<file path="src/hdl/ssfs_pkg.sv">
// Shared types, constants and table functions for the subband scale factor select block.
package ssfs_pkg;

    // Samples per part and the index used for an all-zero part.
    localparam int PART_LEN = 12;
    localparam logic [5:0] ZERO_INDEX = 6'd62;

    // Peaks are carried clamped to 22 bits; bit 21 set means overflow.
    localparam int PEAK_W = 22;
    localparam logic [PEAK_W-1:0] PEAK_OVER = 22'h200000;

    // Part numbers within a band.
    localparam logic [1:0] PART_FIRST = 2'd0;
    localparam logic [1:0] PART_LAST  = 2'd2;

    // Depth of the queue between front and back.
    localparam int Q_DEPTH = 4;
    localparam int Q_AW    = 2;

    // Transmission pattern codes.
    localparam logic [1:0] TC_THREE       = 2'd0;
    localparam logic [1:0] TC_SHARE_FIRST = 2'd1;
    localparam logic [1:0] TC_ONE         = 2'd2;
    localparam logic [1:0] TC_SHARE_LAST  = 2'd3;

    // Reset value of the band count register.
    localparam logic [5:0] BANDS_RESET = 6'd32;

    // One finished part as it travels from front to back.
    typedef struct packed {
        logic [1:0]        part;
        logic [PEAK_W-1:0] peak;
    } part_rec_t;

    // One band result.
    typedef struct packed {
        logic       last;
        logic [1:0] code;
        logic [5:0] third;
        logic [5:0] second;
        logic [5:0] first;
    } band_res_t;

    // Threshold table: floor of the cube root of 2^(63-i), at least one.
    function automatic logic [PEAK_W-1:0] thr_lookup(input logic [5:0] idx);
        logic [PEAK_W-1:0] v;
        case (idx)
            6'd0:  v = 22'd2097152;
            6'd1:  v = 22'd1664510;
            6'd2:  v = 22'd1321122;
            6'd3:  v = 22'd1048576;
            6'd4:  v = 22'd832255;
            6'd5:  v = 22'd660561;
            6'd6:  v = 22'd524288;
            6'd7:  v = 22'd416127;
            6'd8:  v = 22'd330280;
            6'd9:  v = 22'd262144;
            6'd10: v = 22'd208063;
            6'd11: v = 22'd165140;
            6'd12: v = 22'd131072;
            6'd13: v = 22'd104031;
            6'd14: v = 22'd82570;
            6'd15: v = 22'd65536;
            6'd16: v = 22'd52015;
            6'd17: v = 22'd41285;
            6'd18: v = 22'd32768;
            6'd19: v = 22'd26007;
            6'd20: v = 22'd20642;
            6'd21: v = 22'd16384;
            6'd22: v = 22'd13003;
            6'd23: v = 22'd10321;
            6'd24: v = 22'd8192;
            6'd25: v = 22'd6501;
            6'd26: v = 22'd5160;
            6'd27: v = 22'd4096;
            6'd28: v = 22'd3250;
            6'd29: v = 22'd2580;
            6'd30: v = 22'd2048;
            6'd31: v = 22'd1625;
            6'd32: v = 22'd1290;
            6'd33: v = 22'd1024;
            6'd34: v = 22'd812;
            6'd35: v = 22'd645;
            6'd36: v = 22'd512;
            6'd37: v = 22'd406;
            6'd38: v = 22'd322;
            6'd39: v = 22'd256;
            6'd40: v = 22'd203;
            6'd41: v = 22'd161;
            6'd42: v = 22'd128;
            6'd43: v = 22'd101;
            6'd44: v = 22'd80;
            6'd45: v = 22'd64;
            6'd46: v = 22'd50;
            6'd47: v = 22'd40;
            6'd48: v = 22'd32;
            6'd49: v = 22'd25;
            6'd50: v = 22'd20;
            6'd51: v = 22'd16;
            6'd52: v = 22'd12;
            6'd53: v = 22'd10;
            6'd54: v = 22'd8;
            6'd55: v = 22'd6;
            6'd56: v = 22'd5;
            6'd57: v = 22'd4;
            6'd58: v = 22'd3;
            6'd59: v = 22'd2;
            6'd60: v = 22'd2;
            default: v = 22'd1;
        endcase
        return v;
    endfunction

    // Scale factor index of a clamped peak: coarse estimate from the top bit,
    // then up to three refinement steps against the threshold table.
    function automatic logic [5:0] peak_index(input logic [PEAK_W-1:0] peak);
        logic [4:0] n;
        logic [5:0] start;
        logic       q1;
        logic       q2;
        logic       q3;
        logic [5:0] idx;
        n = '0;
        for (int b = 1; b < PEAK_W - 1; b++) begin
            if (peak[b]) begin
                n = 5'(b);
            end
        end
        start = 6'd60 - 6'(3 * int'(n));
        q1 = (peak <= thr_lookup(start + 6'd1));
        q2 = (peak <= thr_lookup(start + 6'd2));
        // The index never climbs past the all-zero code.
        q3 = (start <= ZERO_INDEX - 6'd3) && (peak <= thr_lookup(start + 6'd3));
        if (peak == '0) begin
            idx = ZERO_INDEX;
        end else if (peak[PEAK_W-1]) begin
            idx = '0;
        end else begin
            idx = start + {5'd0, q1} + {5'd0, q1 & q2} + {5'd0, q1 & q2 & q3};
        end
        return idx;
    endfunction

    // Class of the difference a - b: 0 for <= -3, 1 for -2..-1, 2 for 0,
    // 3 for 1..2, 4 for >= 3.
    function automatic logic [2:0] diff_class(input logic [5:0] a, input logic [5:0] b);
        logic signed [6:0] d;
        logic [2:0]        c;
        d = $signed({1'b0, a}) - $signed({1'b0, b});
        if (d <= -7'sd3) begin
            c = 3'd0;
        end else if (d < 7'sd0) begin
            c = 3'd1;
        end else if (d == 7'sd0) begin
            c = 3'd2;
        end else if (d < 7'sd3) begin
            c = 3'd3;
        end else begin
            c = 3'd4;
        end
        return c;
    endfunction

endpackage

</file>
<file path="src/hdl/ssfs_front.sv">
// Front part: takes samples, tracks the peak magnitude of each part and queues finished parts.
module ssfs_front #(
    parameter int SAMPLE_BITS = 24
) (
    input  logic                    aclk,
    input  logic                    aresetn,
    input  logic                    s_tvalid,
    output logic                    s_tready,
    input  logic [SAMPLE_BITS-1:0]  sample,
    input  logic                    q_full,
    output logic                    q_push,
    output ssfs_pkg::part_rec_t     q_data
);
    import ssfs_pkg::*;

    localparam int PW = (SAMPLE_BITS > PEAK_W) ? SAMPLE_BITS : PEAK_W;

    logic [3:0]             pos_reg;
    logic [1:0]             part_reg;
    logic [SAMPLE_BITS-1:0] peak_reg;
    logic [SAMPLE_BITS-1:0] mag;
    logic [SAMPLE_BITS-1:0] peak_next;
    logic [PW-1:0]          peak_ext;
    logic                   accept;
    logic                   part_end;
    logic                   over;

    // A request is taken whenever the queue has room for a finished part.
    assign s_tready = !q_full;
    assign accept   = s_tvalid && !q_full;
    assign part_end = (pos_reg == 4'(PART_LEN - 1));

    // Magnitude; the most negative sample maps to 2^(SAMPLE_BITS-1).
    always_comb begin
        mag = sample[SAMPLE_BITS-1] ? SAMPLE_BITS'(~sample + 1'b1) : sample;
        peak_next = ((pos_reg == '0) || (mag > peak_reg)) ? mag : peak_reg;
    end

    // Clamp the part peak to 22 bits, marking overflow with bit 21 alone.
    always_comb begin
        peak_ext    = PW'(peak_next);
        over        = |peak_ext[PW-1:PEAK_W-1];
        q_data.part = part_reg;
        q_data.peak = over ? PEAK_OVER : peak_ext[PEAK_W-1:0];
    end

    assign q_push = accept && part_end;

    // Sample and part counters.
    always_ff @(posedge aclk) begin
        if (!aresetn) begin
            pos_reg  <= '0;
            part_reg <= PART_FIRST;
        end else if (accept) begin
            if (part_end) begin
                pos_reg  <= '0;
                part_reg <= (part_reg == PART_LAST) ? PART_FIRST : part_reg + 2'd1;
            end else begin
                pos_reg <= pos_reg + 4'd1;
            end
        end
    end

    // Running peak of the current part.
    always_ff @(posedge aclk) begin
        if (accept) begin
            peak_reg <= peak_next;
        end
    end

endmodule

</file>
<file path="src/hdl/ssfs_queue.sv">
// Short queue of finished parts between the front and the back.
module ssfs_queue (
    input  logic                 aclk,
    input  logic                 aresetn,
    input  logic                 push,
    input  ssfs_pkg::part_rec_t  wr_data,
    output logic                 full,
    input  logic                 pop,
    output ssfs_pkg::part_rec_t  rd_data,
    output logic                 not_empty
);
    import ssfs_pkg::*;

    part_rec_t       mem [Q_DEPTH];
    logic [Q_AW-1:0] wr_ptr_reg;
    logic [Q_AW-1:0] rd_ptr_reg;
    logic [Q_AW:0]   count_reg;

    assign full      = (count_reg == (Q_AW + 1)'(Q_DEPTH));
    assign not_empty = (count_reg != '0);
    assign rd_data   = mem[rd_ptr_reg];

    // Pointers and fill count.
    always_ff @(posedge aclk) begin
        if (!aresetn) begin
            wr_ptr_reg <= '0;
            rd_ptr_reg <= '0;
            count_reg  <= '0;
        end else begin
            if (push) begin
                wr_ptr_reg <= wr_ptr_reg + 1'b1;
            end
            if (pop) begin
                rd_ptr_reg <= rd_ptr_reg + 1'b1;
            end
            if (push && !pop) begin
                count_reg <= count_reg + 1'b1;
            end else if (pop && !push) begin
                count_reg <= count_reg - 1'b1;
            end
        end
    end

    // Storage.
    always_ff @(posedge aclk) begin
        if (push) begin
            mem[wr_ptr_reg] <= wr_data;
        end
    end

endmodule

</file>
<file path="src/hdl/ssfs_back.sv">
// Back part: turns part peaks into indices, applies the selection rule and holds the result.
module ssfs_back #(
    parameter int MAX_BANDS = 32
) (
    input  logic                 aclk,
    input  logic                 aresetn,
    input  logic                 q_valid,
    input  ssfs_pkg::part_rec_t  q_data,
    output logic                 q_pop,
    input  logic [5:0]           bands_in_use,
    output logic                 m_tvalid,
    input  logic                 m_tready,
    output ssfs_pkg::band_res_t  m_res
);
    import ssfs_pkg::*;

    localparam int BAND_W = (MAX_BANDS > 1) ? $clog2(MAX_BANDS) : 1;

    logic              st_valid_reg;
    logic [1:0]        st_part_reg;
    logic [5:0]        st_index_reg;
    logic [5:0]        s0_reg;
    logic [5:0]        s1_reg;
    logic [BAND_W-1:0] band_reg;
    logic              out_valid_reg;
    band_res_t         out_reg;

    logic              out_free;
    logic              st_last;
    logic              st_move;
    logic [2:0]        d1;
    logic [2:0]        d2;
    logic [4:0]        key;
    logic [5:0]        limit;
    logic [5:0]        band_inc;
    logic              last;
    logic [BAND_W-1:0] band_next;
    band_res_t         sel;

    // Stage handshake: parts 0 and 1 retire at once, part 2 waits for the output slot.
    assign out_free = !out_valid_reg || m_tready;
    assign st_last  = (st_part_reg == PART_LAST);
    assign st_move  = st_valid_reg && (!st_last || out_free);
    assign q_pop    = q_valid && (!st_valid_reg || st_move);

    // Band counting against the clamped band count.
    always_comb begin
        if (bands_in_use == '0) begin
            limit = 6'd1;
        end else if (bands_in_use > 6'(MAX_BANDS)) begin
            limit = 6'(MAX_BANDS);
        end else begin
            limit = bands_in_use;
        end
        band_inc  = 6'(band_reg) + 6'd1;
        last      = (band_inc >= limit);
        band_next = last ? '0 : band_inc[BAND_W-1:0];
    end

    // Difference classes and the 25-case selection rule, keyed by class1 * 5 + class2.
    always_comb begin
        d1  = diff_class(s0_reg, s1_reg);
        d2  = diff_class(s1_reg, st_index_reg);
        key = 5'(int'(d1) * 5 + int'(d2));
        sel.first  = s0_reg;
        sel.second = s1_reg;
        sel.third  = st_index_reg;
        sel.last   = last;
        case (key) inside
            5'd0, 5'd4, 5'd19, 5'd20, 5'd24: begin
                sel.code = TC_THREE;
            end
            5'd1, 5'd2, 5'd21, 5'd22: begin
                sel.code  = TC_SHARE_LAST;
                sel.third = s1_reg;
            end
            5'd3, 5'd23: begin
                sel.code   = TC_SHARE_LAST;
                sel.second = st_index_reg;
            end
            5'd5, 5'd9, 5'd14: begin
                sel.code   = TC_SHARE_FIRST;
                sel.second = s0_reg;
            end
            5'd6, 5'd7, 5'd10, 5'd11, 5'd12: begin
                sel.code   = TC_ONE;
                sel.second = s0_reg;
                sel.third  = s0_reg;
            end
            5'd13, 5'd18: begin
                sel.code   = TC_ONE;
                sel.first  = st_index_reg;
                sel.second = st_index_reg;
            end
            5'd15, 5'd16, 5'd17: begin
                sel.code  = TC_ONE;
                sel.first = s1_reg;
                sel.third = s1_reg;
            end
            default: begin
                // Falling then rising by a little: all three take the smaller outer index.
                sel.code = TC_ONE;
                if (s0_reg > st_index_reg) begin
                    sel.first = st_index_reg;
                end
                sel.second = sel.first;
                sel.third  = sel.first;
            end
        endcase
    end

    // Control state: stage occupancy, earlier part indices, band count, output valid.
    always_ff @(posedge aclk) begin
        if (!aresetn) begin
            st_valid_reg  <= 1'b0;
            s0_reg        <= '0;
            s1_reg        <= '0;
            band_reg      <= '0;
            out_valid_reg <= 1'b0;
        end else begin
            if (q_pop) begin
                st_valid_reg <= 1'b1;
            end else if (st_move) begin
                st_valid_reg <= 1'b0;
            end
            if (st_move && !st_last) begin
                if (st_part_reg == PART_FIRST) begin
                    s0_reg <= st_index_reg;
                end else begin
                    s1_reg <= st_index_reg;
                end
            end
            if (st_move && st_last) begin
                out_valid_reg <= 1'b1;
                band_reg      <= band_next;
            end else if (m_tready) begin
                out_valid_reg <= 1'b0;
            end
        end
    end

    // Payload: index of the popped part and the held result.
    always_ff @(posedge aclk) begin
        if (q_pop) begin
            st_part_reg  <= q_data.part;
            st_index_reg <= peak_index(q_data.peak);
        end
        if (st_move && st_last) begin
            out_reg <= sel;
        end
    end

    assign m_tvalid = out_valid_reg;
    assign m_res    = out_reg;

endmodule

</file>
<file path="src/hdl/subband_scale_factor_select_core.sv">
// Top level of the subband scale factor select block: ports, band count register and checks.
//
// The block takes one subband sample per clock with no gaps required, 36 per band as three
// parts of 12. The front tracks each part's peak with one compare per sample, which sets the
// rate at one sample per cycle while the queue has room; each finished part goes through a
// four-entry queue to the back, which registers the part's scale factor index and, after the
// third part, applies the selection rule into an output register. A band result passes
// through the queue, the index stage and the output register, and is held until the sink
// takes it; the input keeps flowing while a result waits, and stalls only once four finished
// parts are queued. The band count register may be written only while no band is in flight.
module subband_scale_factor_select_core #(
    parameter int SAMPLE_BITS = 24,
    parameter int MAX_BANDS   = 32
) (
    input  logic                                 aclk,
    input  logic                                 aresetn,
    // Fields from bit 0: sample.
    input  logic [((SAMPLE_BITS + 7) / 8)*8-1:0] s_tdata,
    input  logic                                 s_tvalid,
    output logic                                 s_tready,
    // Fields from bit 0: first_scale_index, second_scale_index, third_scale_index,
    // transmit_code, zero fill.
    output logic [23:0]                          m_tdata,
    output logic                                 m_tlast,
    output logic                                 m_tvalid,
    input  logic                                 m_tready,
    input  logic                                 cfg_wr_en,
    input  logic [5:0]                           cfg_wr_data
);
    import ssfs_pkg::*;

    logic [5:0] bands_reg;
    logic       q_push;
    logic       q_pop;
    logic       q_full;
    logic       q_valid;
    part_rec_t  q_wr_data;
    part_rec_t  q_rd_data;
    band_res_t  res;

    // Band count register.
    always_ff @(posedge aclk) begin
        if (!aresetn) begin
            bands_reg <= BANDS_RESET;
        end else if (cfg_wr_en) begin
            bands_reg <= cfg_wr_data;
        end
    end

    ssfs_front #(
        .SAMPLE_BITS(SAMPLE_BITS)
    ) u_front (
        .aclk    (aclk),
        .aresetn (aresetn),
        .s_tvalid(s_tvalid),
        .s_tready(s_tready),
        .sample  (s_tdata[SAMPLE_BITS-1:0]),
        .q_full  (q_full),
        .q_push  (q_push),
        .q_data  (q_wr_data)
    );

    ssfs_queue u_queue (
        .aclk     (aclk),
        .aresetn  (aresetn),
        .push     (q_push),
        .wr_data  (q_wr_data),
        .full     (q_full),
        .pop      (q_pop),
        .rd_data  (q_rd_data),
        .not_empty(q_valid)
    );

    ssfs_back #(
        .MAX_BANDS(MAX_BANDS)
    ) u_back (
        .aclk        (aclk),
        .aresetn     (aresetn),
        .q_valid     (q_valid),
        .q_data      (q_rd_data),
        .q_pop       (q_pop),
        .bands_in_use(bands_reg),
        .m_tvalid    (m_tvalid),
        .m_tready    (m_tready),
        .m_res       (res)
    );

    // Pack the result fields.
    assign m_tdata = {4'd0, res.code, res.third, res.second, res.first};
    assign m_tlast = res.last;

    // The front never queues a part into a full queue, and the back never pops an empty one.
    a_queue_bounds: assert property (@(posedge aclk) disable iff (!aresetn)
        !(q_push && q_full) && !(q_pop && !q_valid))
        else $error("queue overflow or underflow");

    // A single shared scale factor means all three indices agree.
    a_code_one: assert property (@(posedge aclk) disable iff (!aresetn)
        (m_tvalid && (res.code == TC_ONE)) |->
        ((res.first == res.second) && (res.second == res.third)))
        else $error("single scale factor code with differing indices");

    // Shared pairs match the code.
    a_code_pairs: assert property (@(posedge aclk) disable iff (!aresetn)
        m_tvalid |->
        (((res.code != TC_SHARE_FIRST) || (res.first == res.second)) &&
         ((res.code != TC_SHARE_LAST) || (res.second == res.third))))
        else $error("shared pair code with differing indices");

endmodule

</file>
<file path="config.mk">
export PLATFORM = sky130hd
export DESIGN_NAME = subband_scale_factor_select_core
export DESIGN_NICKNAME = d
export VERILOG_FILES = /design/src/hdl/ssfs_pkg.sv /design/src/hdl/ssfs_front.sv /design/src/hdl/ssfs_queue.sv /design/src/hdl/ssfs_back.sv /design/src/hdl/subband_scale_factor_select_core.sv
export SDC_FILE = /design/constraint.sdc
export NUM_CORES = 1
export LEC_CHECK = 0
export ABC_AREA = 1
export CORE_MARGIN = 5
export CORE_UTILIZATION = 35
export DETAILED_ROUTE_END_ITERATION = 12
export DONT_BUFFER_PORTS = 1
export GPL_TIMING_DRIVEN = 0
export PLACE_DENSITY = 0.51
export SYNTH_ARGS = -nofsm -noshare
export SYNTH_HDL_FRONTEND = slang
export SYNTH_MEMORY_MAX_BITS = 65536
export SYNTH_SLANG_ARGS = --single-unit
export TNS_END_PERCENT = 50
</file>
<file path="constraint.sdc">
create_clock -name aclk -period 8.8 [get_ports aclk]
set_clock_uncertainty 0.15 [all_clocks]
set_input_delay 1.76 -clock aclk [delete_from_list [all_inputs] [get_ports aclk]]
set_output_delay 1.76 -clock aclk [all_outputs]
set_load 0.02 [all_outputs]
</file>
-- Word level (Yosys, flattened, before mapping)
Memory sizes are Yosys's and may differ from the RTL's. A register that Yosys moved wholly into a read port is not among the register bits.
Cells that the tools add are included.
- register bits: 91
- bits in latches: 0
- ROM bits: 4224
- output and inout port bits: 27
- memories: 4
- RAM bits: 96
- memory list (name ; words ; width ; read ports ; clocked after memory_dff ; wr ports ; line ; source):
    (name not given) ; 64 ; 22 ; 1 ; 0 ; 0 ; ssfs_pkg.sv:47 ; case (idx)
    (name not given) ; 64 ; 22 ; 1 ; 0 ; 0 ; ssfs_pkg.sv:47 ;
    (name not given) ; 64 ; 22 ; 1 ; 0 ; 0 ; ssfs_pkg.sv:47 ;
    u_queue.mem ; 4 ; 24 ; 1 ; 1 ; 1 ; ssfs_queue.sv:14 ; part_rec_t mem [Q_DEPTH];
- multipliers: 2
- equal/unequal tests: 27
- bitwise logic cells: 4
- $lt $le $gt $ge: 14
- multiplexer cells: 69
- add/sub/neg operators: 18
- reductions and logical operators: 42
- shifts and indexed selects: 0
- div/mod/pow operators: 0
- operators by type and width (kind ; count):
    $mux 6 ; 18
    $mux 22 ; 4
    $le 22x22->1 ; 3
    $mux 24 ; 2
    $eq 5x5->1 const B ; 9
    $mux 3 ; 14
    $mux 4 ; 9
    $eq 5x4->1 const B ; 7
    $mux 5 ; 7
    $add 24x1->24 const B ; 1
    $gt 24x24->1 ; 1
    $not 24->24 ; 1
    $logic_not 22->1 ; 1
    $eq 5x3->1 const B ; 4
    $add 6x1->6 ; 3
    $mux 2 ; 8
    $le 7x3->1 const B ; 2
    $logic_not 7->1 ; 2
    $lt 7x1->1 const B ; 2
    $lt 7x3->1 const B ; 2
    $sub 6x6->7 ; 2
    $add 6x2->6 const B ; 2
    $eq 5x2->1 const B ; 2
    $reduce_or 5->1 ; 2
    34 further kinds ; 68

-- Depth between registers and ports, before layout
An unclocked memory read counts as a cell.
- depth after elaboration: 31
- depth in mapped cells: 65

-- Hierarchy
A second synthesis with hierarchy kept.
- cells, all modules: 2350
- area, all modules: 16712.3 sq um
- modules (own cells, without submodules) (module ; cells an instance ; sequential area each (sq um) ; instances ; area each (sq um)):
    ssfs_back ; 1589 ; 1251.2 ; 1 ; 9344.0
    ssfs_queue ; 291 ; 3062.9 ; 1 ; 4171.5
    ssfs_front ; 429 ; 840.8 ; 1 ; 2921.6
    subband_scale_factor_select_core ; 41 ; 120.1 ; 1 ; 275.3

-- Least setup slack after synthesis
No wires, ideal clock.
- kind: register to register
- start: reg with a tool-made name
- end: reg u_back.st_index_reg[4], data pin
- library setup time: 278 ps
- arrival: 7516 ps
- setup slack: 857 ps
- stages on the path, launching flop included: 56
- path buffers: 5
- path through: dfxtp_1 > buf_6 > inv_6 > buf_6 > nand2_1 > a32oi_1 > inv_1 > nand2_1 > nand2_1 > nand2_1 > nand2_1 > nand2_1 > nand2_1 > nand2_1 > nand2_1 > nand2_1 > nand2_1 > nand2_2 > (+20 left out) > nand2_1 > inv_1 > o21ai_0 > a21oi_1 > a2111oi_0 > nand2_1 > a21oi_1 > o221ai_1 > o41ai_1 > nand2_1 > inv_1 > fa_1 > ha_1 > fa_1 > nand2_1 > o21ai_0 > o21ai_0 > o21ai_0
- RTL lines (element ; line ; source):
    end signal, assigned ; ssfs_back.sv:146 ; st_index_reg <= peak_index(q_data.peak);
    end, declared ; ssfs_back.sv:21 ; logic [5:0] st_index_reg;

==> reports/qor.txt <==
======================================================================================================
Std-Cell Rows ...........................................................................           78
Footprint of the multi-input gates ...................................................... 0.00982 mm^2
I/O Buffers .............................................................................            0
Leftover overflow at the end of global routing ..........................................            0
Total Routing Usage GR ..................................................................        20.2%
Worst flop-to-flop path endpoint ........................................................ u_back.st_index_reg[4]
Warnings from Yosys .....................................................................            0
Synth top area cells .................................................................... edfxtp_1 (28%), nand2_1 (15%), ha_1 (12%)
Hold buffers post-CTS ...................................................................            0
CTS tree ................................................................................          yes
Max-cap viol count ......................................................................            0
Total via count in the routed design ....................................................        15300
Pin count of the biggest net entering global routing ....................................           27
Number of flip-flops and latches in the synthesized netlist .............................          189
Kind of critical path ...................................................................   reg -> reg
Placer Congestion .......................................................................        0.954
# fillers ...............................................................................         4691
Count of different cell masters after synthesis .........................................           63
Diodes inserted .........................................................................            0
Number of max-slew violations in the final report .......................................            0
Combined flip-flop and latch cell area .................................................. 0.00528 mm^2
Share of synthesized registers carrying an async set or reset ...........................           0%
Share of cells above drive strength 1 ...................................................        11.3%
Initial Utilization .....................................................................        35.5%
Total Die Area ..........................................................................  0.0507 mm^2
Final Hold Violating Endpoints ..........................................................            0
CP Data Arrival Time ....................................................................      8.30 ns
Antenna Violating Nets Remaining ........................................................            0
Prevailing post-synth register cell .....................................................     edfxtp_1
Number of cell instances on the worst register-to-register path .........................           46
Drt drc .................................................................................            0
Met1 WL .................................................................................     23600 um
Total number of cells along the worst setup path ........................................           46
Period minus WS final ...................................................................      8.31 ns
Routed length on met2 ...................................................................     24500 um
Via count of the first global-routing pass ..............................................        14400
Final setup violating endpoints .........................................................            0
Synthesized cell area ...................................................................  0.0162 mm^2
CP max stage cell .......................................................................         fa_2
Net count, final ........................................................................         2474
Run status .............................................................................. finished, final reports clean
Fraction of the cycle the final worst path needs ........................................        94.4%
Clock buffer count from CTS .............................................................           17
Total routed wirelength .................................................................     52400 um
Worst-path maximum fanout ...............................................................           10
Required time of the critical path ......................................................      8.80 ns
Sequential-to-total area share from yosys stat ..........................................        32.6%
Uppermost metal layer occupied by signal nets ...........................................         met5
Clock Path Buffers ......................................................................            2
Core area ...............................................................................  0.0456 mm^2
Post-detailed-route via-to-cell ratio ...................................................         5.29
Met3 wire length ........................................................................      3220 um
Max Clk Rate ............................................................................      120 MHz
Clock transition at the register clock pins on the worst setup and hold paths after CTS .      0.07 ns
Hold_ws .................................................................................     0.314 ns
Vertical die dimension ..................................................................       225 um
Post-Route Setup TNS ....................................................................         0 ns
Number of flip-flops under the largest register name ....................................           96
R2r setup slk ...........................................................................      0.49 ns
HPWL after detailed placement ...........................................................     39500 um
Worst stage delay on the critical path ..................................................      0.44 ns
Avg WL per Cell .........................................................................      18.1 um
Area added between synthesis and finish .................................................        12.9%
First-pass iteration count of the detailed router .......................................            5
Average cell area after synthesis .......................................................    7.26 um^2
Top cell family by delay on the critical path ...........................................  adder cells
First-pass GRT wire length ..............................................................     81000 um
Source-to-sink clock delay at the later pin of the worst-skew pair ......................      0.44 ns
Top cell by count, worst path ...........................................................      nand2_1
Total buffers and inverters traversed by the critical path ..............................           13
Path category of the worst min-delay check ..............................................   reg -> reg
Starting DRC count in detailed routing ..................................................         1232
Number of cells produced by synthesis ...................................................         2233
Maximum level of the CTS H-tree .........................................................            4
Crit path launch type ...................................................................     register
Worst max-slew margin expressed relative to the limit ...................................        14.6%
Termination of the worst setup path ..................................................... u_back.st_index_reg[4]
Clock sink count ........................................................................          189
Antenna violations before repair ........................................................            1
Actual slew at the worst max-slew pin ...................................................      1.27 ns
Root Buffer .............................................................................    clkbuf_16
Area fraction of the dominant cell type after synthesis .................................        27.6%
Number of synthesized flops with an enable pin ..........................................          149
Biggest area consumer among synthesized cells ...........................................     edfxtp_1
Critical path endpoint category .........................................................     register
I/O pin cnt .............................................................................           62
Die X ...................................................................................       225 um
======================================================================================================
-- routing by layer --
| layer | up-vias | global-route usage, % |
|---|---|---|
| met2 | 492 | 33.3 |
| met4 | 2 | 5.60 |
| li1 | 7568 | - |
| met1 | 7168 | 27.6 |
| met3 | 60 | 3.01 |
| met5 | - | 0 |
-- cells by family after synthesis --
family,after synthesis,synth area share (%)
AND/OR/NAND/NOR,1083,28.6
buffers and inverters,348,9.58
adder cells (fa/ha/maj),159,12.6
other,1,0.0231
AO/OA/AOI/OAI,416,14.6
XOR/XNOR,37,2.12
flip-flops,189,32.6
-- metrics by stage --
step | util (%) | instances | instance area (um^2) | setup WS [ns]
floorplan | - | 2236 | 16200 | 0.857
global placement | 37.2 | 2836 | 17000 | -2.24
detailed placement | 37.3 | 2837 | 17000 | -2.24
CTS | 39.5 | 2876 | 18000 | 0.000780
global route | 40.1 | 2893 | 18300 | -0.0490
finish | 40.1 | 2893 | 18300 | 0.491
-- synthesized netlist by cell type, types with 16 or more instances --
master    count
nand2_2      19
inv_2        16
a21oi_1     141
o211ai_1     22
nand4_1      17
ha_1        153
nand3_1     166
dfxtp_1      40
edfxtp_1    149
buf_4        21
xor2_1       25
nor3_1       19
nand2_1     645
o21ai_0     166
nor2_1      161
or2_2        20
buf_6        18
buf_2        21
clkbuf_1     30
o21ai_1      21
inv_1       237
-- tightest hold or removal path, delay by kind of cell, from the launching register on --
family | cells | cell delay [ns]
buf+inv | 1 | 0.05
flops | 1 | 0.30
compound gates | 1 | 0.07
-- final cells by class --
| cell class | count | share of cell area [%] |
|---|---|---|
| clock inverters | 13 | 0.971 |
| plain buffers | 89 | 3.45 |
| flip-flops and latches | 189 | 28.8 |
| well taps | 600 | 4.10 |
| repair buffers | 27 | 1.15 |
| inverters | 257 | 5.42 |
| clock buffers | 19 | 2.37 |
| multi-input cells | 1699 | 53.7 |
-- worst min-delay path by stage --
stage | startpoint | endpoint | slack, ns | cells after the start
after floorplan | u_queue.rd_ptr_reg[1] | register | 0.29 | 2
after global placement | u_queue.rd_ptr_reg[1] | u_queue.rd_ptr_reg[1] | 0.30 | 2
after detailed placement | u_queue.rd_ptr_reg[1] | register | 0.31 | 2
after CTS | u_queue.rd_ptr_reg[1] | register | 0.31 | 2
after global routing | u_back.band_reg[4] | u_back.band_reg[4] | 0.34 | 2
final | u_queue.rd_ptr_reg[1] | register | 0.31 | 2
-- what timing repair did --
action / 4_1_cts / 5_1_grt
buffers inserted: 9 / 17
setup endpoints to repair: 6 / 6
pin swaps: 7 / 10
gates resized for setup: 50 / 48
-- layout by cell type, fill, tap and decap left out, types with 6 or more instances in the layout --
cell type and instances:
buf_2 15, clkbuf_1 23, nor2_4 6, nor2_1 154, a211oi_1 8, edfxtp_1 149, inv_2 17, buf_6 17
ha_4 7, nor3_1 19, xor2_1 25, xnor2_1 9, inv_1 230, nand2_4 9, o21ai_1 24, or2_2 20
o21bai_1 6, a21oi_1 141, nand4_1 17, nand2_1 641, a32oi_4 12, nor2_2 6, nand3_1 164, clkbuf_16 18
ha_1 146, nand2_2 19, nand3_2 7, o211ai_1 22, o21ai_0 163, buf_4 51, dfxtp_1 40
Power is left out: the tool's default activity adds up to more than one toggle a clock period on the data nets, which glitch-free logic cannot reach.
